[config.mk]
export PLATFORM = sky130hd
export DESIGN_NAME = fibonacci_by_matrix_power
export DESIGN_NICKNAME = d
export VERILOG_FILES = /design/src/fibmp_pkg.sv /design/src/fibmp_ctrl.sv /design/src/fibmp_dp.sv /design/src/fibonacci_by_matrix_power.sv
export SDC_FILE = /design/constraint.sdc
export NUM_CORES = 2
export LEC_CHECK = 0
export BUFFER_PORTS_ARGS = -buffer_cell sky130_fd_sc_hd__buf_2
export CAP_MARGIN = 15
export CORE_ASPECT_RATIO = 1.2
export CORE_MARGIN = 3
export CORE_UTILIZATION = 28
export CTS_BUF_LIST = sky130_fd_sc_hd__clkbuf_4
export CTS_CLUSTER_DIAMETER = 60
export DETAILED_ROUTE_END_ITERATION = 8
export SLEW_MARGIN = 10
export SYNTH_ARGS = -nofsm -noshare
export SYNTH_HDL_FRONTEND = slang
export SYNTH_HIERARCHICAL = 1
export SYNTH_SLANG_ARGS = --single-unit
[constraint.sdc]
create_clock -name clk -period 15.3 [get_ports clk]
set_input_delay 1.53 -clock clk [delete_from_list [all_inputs] [get_ports clk]]
set_output_delay 1.53 -clock clk [all_outputs]
set_load 0.01 [all_outputs]
[src/fibmp_pkg.sv]
package fibmp_pkg;

  localparam int VALUE_BITS = 32;
  localparam int INDEX_BITS = 31;
  localparam int CNT_BITS   = $clog2(INDEX_BITS);

  // which product the shared multiplier forms this cycle
  typedef enum logic [1:0] {
    MUL_NONE,
    MUL_AA,
    MUL_BB,
    MUL_BX
  } mul_op_t;

  typedef struct packed {
    logic    load;
    mul_op_t op;
  } cmd_t;

endpackage

[src/fibmp_ctrl.sv]
module fibmp_ctrl (
  input  logic                clk,
  input  logic                rst_n,
  input  logic                start,
  output logic                busy,
  output logic                out_valid,
  output fibmp_pkg::cmd_t     cmd
);

  typedef enum logic [3:0] {
    S_IDLE = 4'b0001,
    S_SQ_A = 4'b0010,
    S_SQ_B = 4'b0100,
    S_SQ_X = 4'b1000
  } state_t;

  state_t                         state_r, state_nxt;
  logic [fibmp_pkg::CNT_BITS-1:0] cnt_r, cnt_nxt;
  logic                           out_valid_r, out_valid_nxt;

  always_comb begin
    state_nxt     = state_r;
    cnt_nxt       = cnt_r;
    out_valid_nxt = 1'b0;
    cmd.load      = 1'b0;
    cmd.op        = fibmp_pkg::MUL_NONE;
    unique case (state_r)
      S_IDLE: begin
        if (start) begin
          cmd.load  = 1'b1;
          cnt_nxt   = fibmp_pkg::CNT_BITS'(fibmp_pkg::INDEX_BITS - 1);
          state_nxt = S_SQ_A;
        end
      end
      S_SQ_A: begin
        cmd.op    = fibmp_pkg::MUL_AA;
        state_nxt = S_SQ_B;
      end
      S_SQ_B: begin
        cmd.op    = fibmp_pkg::MUL_BB;
        state_nxt = S_SQ_X;
      end
      S_SQ_X: begin
        cmd.op = fibmp_pkg::MUL_BX;
        // last index bit done, result lands in the value register
        if (cnt_r == '0) begin
          out_valid_nxt = 1'b1;
          state_nxt     = S_IDLE;
        end else begin
          cnt_nxt   = cnt_r - 1'b1;
          state_nxt = S_SQ_A;
        end
      end
      default: begin
        state_nxt = S_IDLE;
      end
    endcase
  end

  always_ff @(posedge clk) begin
    if (!rst_n) begin
      state_r     <= S_IDLE;
      cnt_r       <= '0;
      out_valid_r <= 1'b0;
    end else begin
      state_r     <= state_nxt;
      cnt_r       <= cnt_nxt;
      out_valid_r <= out_valid_nxt;
    end
  end

  assign busy      = (state_r != S_IDLE);
  assign out_valid = out_valid_r;

  a_strobe_when_idle: assert property (@(posedge clk) disable iff (!rst_n)
    out_valid_r |-> state_r == S_IDLE)
    else $error("result strobe while busy");

  a_start_begins: assert property (@(posedge clk) disable iff (!rst_n)
    (state_r == S_IDLE && start) |=> state_r == S_SQ_A && cnt_r ==
      fibmp_pkg::CNT_BITS'(fibmp_pkg::INDEX_BITS - 1))
    else $error("accepted item did not start the bit loop");

  a_last_bit_strobes: assert property (@(posedge clk) disable iff (!rst_n)
    (state_r == S_SQ_X && cnt_r == '0) |=> out_valid_r)
    else $error("no result after last index bit");

  a_strobe_from_loop: assert property (@(posedge clk) disable iff (!rst_n)
    out_valid_r |-> $past(state_r) == S_SQ_X)
    else $error("result strobe without finishing the loop");

endmodule

[src/fibmp_dp.sv]
module fibmp_dp (
  input  logic                                clk,
  input  fibmp_pkg::cmd_t                     cmd,
  input  logic [fibmp_pkg::INDEX_BITS-1:0]    in_index,
  output logic [fibmp_pkg::VALUE_BITS-1:0]    out_value
);

  // power held as a = F(k+1), b = F(k); the matrix is [[a,b],[b,a-b]]
  logic [fibmp_pkg::INDEX_BITS-1:0] idx_r, idx_nxt;
  logic [fibmp_pkg::VALUE_BITS-1:0] a_r, a_nxt;
  logic [fibmp_pkg::VALUE_BITS-1:0] b_r, b_nxt;
  logic [fibmp_pkg::VALUE_BITS-1:0] aa_r, aa_nxt;
  logic [fibmp_pkg::VALUE_BITS-1:0] bb_r, bb_nxt;
  logic [fibmp_pkg::VALUE_BITS-1:0] mul_x, mul_y, prod;
  logic [fibmp_pkg::VALUE_BITS-1:0] two_a_b, a_sq, b_sq;

  // F(2k) = F(k) * (2F(k+1) - F(k))
  assign two_a_b = {a_r[fibmp_pkg::VALUE_BITS-2:0], 1'b0} - b_r;

  always_comb begin
    mul_x = a_r;
    mul_y = a_r;
    unique case (cmd.op)
      fibmp_pkg::MUL_AA: begin
        mul_x = a_r;
        mul_y = a_r;
      end
      fibmp_pkg::MUL_BB: begin
        mul_x = b_r;
        mul_y = b_r;
      end
      fibmp_pkg::MUL_BX: begin
        mul_x = b_r;
        mul_y = two_a_b;
      end
      default: begin
        mul_x = a_r;
        mul_y = a_r;
      end
    endcase
  end

  // shared multiplier, low half only since values wrap
  assign prod = mul_x * mul_y;

  assign a_sq = aa_r + bb_r;
  assign b_sq = prod;

  always_comb begin
    idx_nxt = idx_r;
    a_nxt   = a_r;
    b_nxt   = b_r;
    aa_nxt  = aa_r;
    bb_nxt  = bb_r;
    if (cmd.load) begin
      idx_nxt = in_index;
      a_nxt   = fibmp_pkg::VALUE_BITS'(1);
      b_nxt   = '0;
    end else begin
      unique case (cmd.op)
        fibmp_pkg::MUL_AA: aa_nxt = prod;
        fibmp_pkg::MUL_BB: bb_nxt = prod;
        fibmp_pkg::MUL_BX: begin
          // set bit: one more step by the base matrix, (a,b) -> (a+b,a)
          if (idx_r[fibmp_pkg::INDEX_BITS-1]) begin
            a_nxt = a_sq + b_sq;
            b_nxt = a_sq;
          end else begin
            a_nxt = a_sq;
            b_nxt = b_sq;
          end
          idx_nxt = {idx_r[fibmp_pkg::INDEX_BITS-2:0], 1'b0};
        end
        default: begin
          a_nxt = a_r;
        end
      endcase
    end
  end

  always_ff @(posedge clk) begin
    idx_r <= idx_nxt;
    a_r   <= a_nxt;
    b_r   <= b_nxt;
    aa_r  <= aa_nxt;
    bb_r  <= bb_nxt;
  end

  assign out_value = a_r;

endmodule

[src/fibonacci_by_matrix_power.sv]
// channel   ports                      transfer when
// input     start, busy, in_index      start high and busy low at a rising edge
// result    out_valid, out_value       out_valid high at a rising edge
//
// three steps per index bit on one 32x32 multiplier: a^2, b^2, b*(2a-b)
// busy drops in the out_valid cycle, so the next start can be taken there
// synchronous active-low reset returns to idle with no result pending
// out_valid lasts one cycle; the receiver cannot stall it
module fibonacci_by_matrix_power (
  input  logic                             clk,
  input  logic                             rst_n,
  input  logic                             start,
  output logic                             busy,
  input  logic [fibmp_pkg::INDEX_BITS-1:0] in_index,
  output logic                             out_valid,
  output logic [fibmp_pkg::VALUE_BITS-1:0] out_value
);

  fibmp_pkg::cmd_t cmd;

  fibmp_ctrl u_ctrl (
    .clk       (clk),
    .rst_n     (rst_n),
    .start     (start),
    .busy      (busy),
    .out_valid (out_valid),
    .cmd       (cmd)
  );

  fibmp_dp u_dp (
    .clk       (clk),
    .cmd       (cmd),
    .in_index  (in_index),
    .out_value (out_value)
  );

endmodule
## Word-level counts from Yosys, hierarchy flattened

Index checks and enable logic that the tools add are counted.

- Register bits after elaboration: 169
- Output and inout bits: 34

- Muxes and demuxes: 16
- Equal/unequal tests: 10
- Reductions and logical operators: 8
- Multiply operators: 1
- Bitwise logic cells: 1
- Add/subtract/negate cells: 4

Operator list:

| kind | count |
|---|---|
| two-way mux 32 bit | 3 |
| adder 32 bit | 2 |
| case mux 32 bit (2 select lines) | 1 |
| two-way mux 31 bit | 2 |
| multiplier 32 x 32 -> 32 bit | 1 |
| subtractor 32 bit | 1 |
| case mux 4 bit (4 select lines) | 1 |
| two-way mux 5 bit | 2 |
| case mux 5 bit (2 select lines) | 1 |
| case mux 2 bit (3 select lines) | 1 |
| AND reduction 2 bit | 3 |
| zero test 5 bit | 1 |
| subtractor 5 x 1 -> 5 bit (second input constant) | 1 |
| == test 2 bit (second input constant) | 2 |
| == test 4 x 1 -> 1 bit (second input constant) | 1 |
| == test 4 x 2 -> 1 bit (second input constant) | 1 |
| == test 4 x 3 -> 1 bit (second input constant) | 1 |
| == test 4 bit (second input constant) | 1 |
| two-way mux 4 bit | 1 |
| != test 2 bit (second input constant) | 2 |
| != test 4 x 1 -> 1 bit (second input constant) | 1 |
| nonzero test 2 bit | 2 |
| two-way mux 1 bit | 3 |
| AND reduction 3 bit | 1 |
| other kinds (4) | 4 |

## Longest topological paths before layout

- Word-level depth: 8
- Gate-level depth with buffers: 54
- Gate-level depth less buffers: 48

## Hierarchy

Netlist, hierarchy kept.

By module, submodules not included:

| module | times used | area each (um^2) | cells an instance |
|---|---|---|---|
| fibmp_dp | 1 | 26910.8 | 3032 |
| fibmp_ctrl | 1 | 566.8 | 60 |

## Worst setup path after synthesis

Ideal clock, no wire load.

- Kind: register -> register
- Start point: register u_ctrl.state_r[2]
- End point: register u_dp.a_r, in the netlist u_dp/out_value[31]
- Stages on the path, launching flop included: 53
- Required time: 15216 ps
- Slack: 3255 ps
- Data arrival time: 11961 ps
- Cell sequence: dfxtp_1 -> buf_2 -> xnor2_1 -> nor3_1 -> clkbuf_1 -> buf_2 -> buf_2 -> buf_2 -> buf_1 -> buf_1 -> clkbuf_1 -> clkbuf_1 -> buf_1 -> mux2i_1 -> clkbuf_1 -> nor2_1 -> fa_1 -> fa_1 -> [... 17 more ...] -> o21a_1 -> nor2_1 -> xnor2_1 -> ha_1 -> a21o_1 -> a21o_1 -> a21o_1 -> a21o_1 -> a21o_1 -> nand2_1 -> o311ai_0 -> maj3_1 -> a31oi_1 -> o31ai_1 -> a31oi_1 -> xor2_1 -> and3_1 -> o31ai_2

RTL lines:

| item | line | text |
|---|---|---|
| start, declared | fibmp_ctrl.sv:17 | `state_t state_r, state_nxt;` |
| start signal, assigned | fibmp_ctrl.sv:66 | `state_r <= state_nxt;` |
| end signal, assigned | fibmp_dp.sv:83 | `a_r <= a_nxt;` |
| end, declared | fibmp_dp.sv:10 | `logic [fibmp_pkg::VALUE_BITS-1:0] a_r, a_nxt;` |

==> run metrics <==
max cap viols=0; grt total ovfl=0; clock share of power=31.4%; Endpoint, Worst Hold=u_ctrl/out_valid$_SDFF_PN0_; count of final hold-check violations=0; Clock transition at path regs=130 ps; most frequent cell after synthesis=inv_1; number of global-route vias before repair=22700; DR vias/cell=4.98; Arrival @ worst endpoint=12810 ps; Skew-Pair Late Insertion Delay=680 ps; Setup violations, final=0; hold path cells=1; Slew headroom=10.2%; ratio of cells with drive above 1 in the final layout=8.01%; outcome=finished, final reports clean; Routed WL per cell=19.9 um; CTS sink count=169; max incr delay on CP=790 ps; Worst Max-Slew Pin Slew=1340 ps; Synth Flop Type=edfxtp_1; NetSw=0.217 mW; Post-CTS Setup Bufs=0; synthesized instance count=3092; hold buffer count at cts=0; Worst Path Class, Setup=reg2reg; Synth top cells by count=477 x inv_1, 411 x fa_1, 394 x nor2_1; Worst setup EP type=flop; starting DRC count in detailed routing=1550; CTS Root Cell=clkbuf_4; Synth area leader=fa_1; Util after Layout=30.6%; Clock Path Buffers=3; Routed Antenna Nets=0; Post-synth EDFFs=95; RR Startpoint=u_ctrl/state_r[2]$_SDFFE_PN0P_; # rows=125; Overall Global Routing Usage=17.3%; Starting Density=28.3%; DRT Wirelength=87.3 mm; core footprint=97100 sq um; first-pass GRT wire length=135 mm; Net Sw Frac=25.0%; hold_ws=507 ps; crit path max-delay cell type=buf_4; Final Critical Period=12290 ps; Final Skew=69.6 ps; Buffers on Ports=67; initial antenna violation count=1; Peak VDD IR=0.0898 mV; Netlist cell types=91; cell area after layout=29700 sq um; H-tree levels=4; Pwr Total=0.866 mW; CTS tree=yes; Area Overhead vs Synth=7.99%; Die Ht=349 um; die width=292 um; period utilisation layout=80.3%; sequential area share after synthesis=15.8%; Leak=13.2 nW; Setup TNS=0 ps; area of the mapped netlist=27500 sq um; Synth area leaders=fa_1 30%, edfxtp_1 10%, ha_1 9.8%, inv_1 6.5%, dfxtp_1 5.4%; Synth Net Count=3752; Flop pwr share=57.6%; total CTS buffers=25; Comb pwr share=10.9%; Cell Pwr Density=29.2 nW/um^2; r2r setup slk=3010 ps; DP HPWL=70.0 mm; worst-path fanout max=88; DR DRC count=0; largest net degree at the start of global routing=89; via count=21900; IO Pins=68; startpoint types=flop; worst min-delay path category=reg2reg; worst hold start=u_ctrl/cnt_r[4]$_SDFFE_PN0P_; Critical Path RT=15820 ps; share of flip-flops with an asynchronous set or reset=0%; most used cell, CP=fa_1; Placed Area=29400 sq um; Register-to-Register Path Depth=40; reg2reg end=u_dp/out_value[31]$_SDFFE_PP0P_; Slew Viols, Final=0; GP Congestion=0.966; post-CTS sizing=0; Yosys top cell area share=29.9%; synthesis-stage register bit count=169; Max Fclk=81.4 MHz; final net count=3775; TritonRoute pass-1 iters=5; synthesized area per cell=8.89 sq um; RSZ-0062 raised after global routing=no; Fillers=10300; die area=102000 sq um; Int Pwr=0.650 mW; Yosys warning count=6
[layer usage]
metal	wire length, um	vias up	share of wire [%]	global-route usage, %
li1	-	10100	-	-
met1	35400	10900	41	21.2
met2	41400	739	47	29.6
met3	5170	182	5.9	2.15
met4	5240	0	6.0	9.09
met5	0	-	0	0
[cell type report]
| type | instances | area [sq um] | area share, % |
|---|---|---|---|
| multi-input combinational | 2319 | 20900 | 70.5 |
| antenna | 1 | 2.50 | 0.00843 |
| clock buffer | 27 | 203 | 0.683 |
| clock inverter | 6 | 78.8 | 0.266 |
| inverter | 478 | 1790 | 6.05 |
| sequential | 169 | 4330 | 14.6 |
| tap | 1270 | 1590 | 5.36 |
| timing repair buffer | 122 | 748 | 2.52 |
[critical path, delay by kind of cell, from the launching register on]
kind / cells / cell delay [ps]
compound gates: 11 / 2230
xor+xnor: 3 / 670
fa+ha+maj: 11 / 4610
buf+inv: 6 / 1670
flops: 1 / 600
mux: 1 / 330
simple gates: 8 / 1980
[registers in the layout, summed over array words and instances (netlist names)]
signal / flops
u_dp/out_value: 32
u_dp/b_r: 32
u_ctrl/cnt_r: 5
u_ctrl/state_r: 4
u_ctrl/out_valid: 1
u_dp/aa_r: 32
u_dp/bb_r: 32
u_dp/idx_r: 31
[placed cells by master (no fill, tap or decap), types with 7 or more instances in the layout]
| master | instances |
|---|---|
| a211o_1 | 9 |
| a211oi_1 | 45 |
| a21boi_0 | 8 |
| a21o_1 | 60 |
| a21oi_1 | 129 |
| a311oi_1 | 7 |
| a31oi_1 | 14 |
| and2_1 | 32 |
| and3_1 | 13 |
| buf_2 | 67 |
| buf_4 | 55 |
| clkbuf_4 | 27 |
| dfxtp_1 | 74 |
| edfxtp_1 | 95 |
| fa_1 | 411 |
| ha_1 | 215 |
| inv_1 | 476 |
| mux2_2 | 42 |
| mux2i_1 | 64 |
| nand2_1 | 329 |
| nand2b_1 | 17 |
| nand3_1 | 29 |
| nand4_1 | 7 |
| nor2_1 | 394 |
| nor2b_1 | 29 |
| nor3_1 | 36 |
| o211ai_1 | 8 |
| o21a_1 | 16 |
| o21ai_0 | 80 |
| o21bai_1 | 11 |
| o22ai_1 | 12 |
| o31ai_1 | 7 |
| or2_2 | 15 |
| or3_1 | 13 |
| xnor2_1 | 113 |
| xor2_1 | 38 |
[kinds of logic after synthesis]
family / share of synthesized area [%]
simple gates: 15.2
fa+ha+maj: 39.8
buf+inv: 8.39
compound gates: 11.2
flops: 15.8
xor+xnor: 5.48
mux: 4.17
[worst max path at each step]
stage                                         startpoint  cells after the start  slack, ps                         endpoint
after floorplan           u_ctrl/state_r[2]$_SDFFE_PN0P_                     52       3250  u_dp/out_value[31]$_SDFFE_PP0P_
after global placement    u_ctrl/state_r[2]$_SDFFE_PN0P_                     40       3270  u_dp/out_value[31]$_SDFFE_PP0P_
after detailed placement  u_ctrl/state_r[2]$_SDFFE_PN0P_                     40       3170  u_dp/out_value[31]$_SDFFE_PP0P_
after CTS                 u_ctrl/state_r[2]$_SDFFE_PN0P_                     40       3140  u_dp/out_value[31]$_SDFFE_PP0P_
after global routing      u_ctrl/state_r[2]$_SDFFE_PN0P_                     40       2380  u_dp/out_value[31]$_SDFFE_PP0P_
final                     u_ctrl/state_r[2]$_SDFFE_PN0P_                     40       3010  u_dp/out_value[31]$_SDFFE_PP0P_
[power groups by stage]
stage	Clock, mW	Combinational (mW)	Sequential (mW)
5_1_grt	0.304	0.104	0.501
6_report	0.272	0.0949	0.499
3_3_place_gp	0	0.0946	0.510
2_1_floorplan	0	0.0722	0.506
3_5_place_dp	0	0.0952	0.510
4_1_cts	0.288	0.0957	0.500
[stage by stage]
step | setup WS [ps] | cells
after floorplan | 3250 | 3092
after global placement | 3270 | 4358
after detailed placement | 3170 | 4358
after CTS | 3140 | 4391
after global routing | 2380 | 4392
final | 3010 | 4392
(Power assumes the default switching activity.)
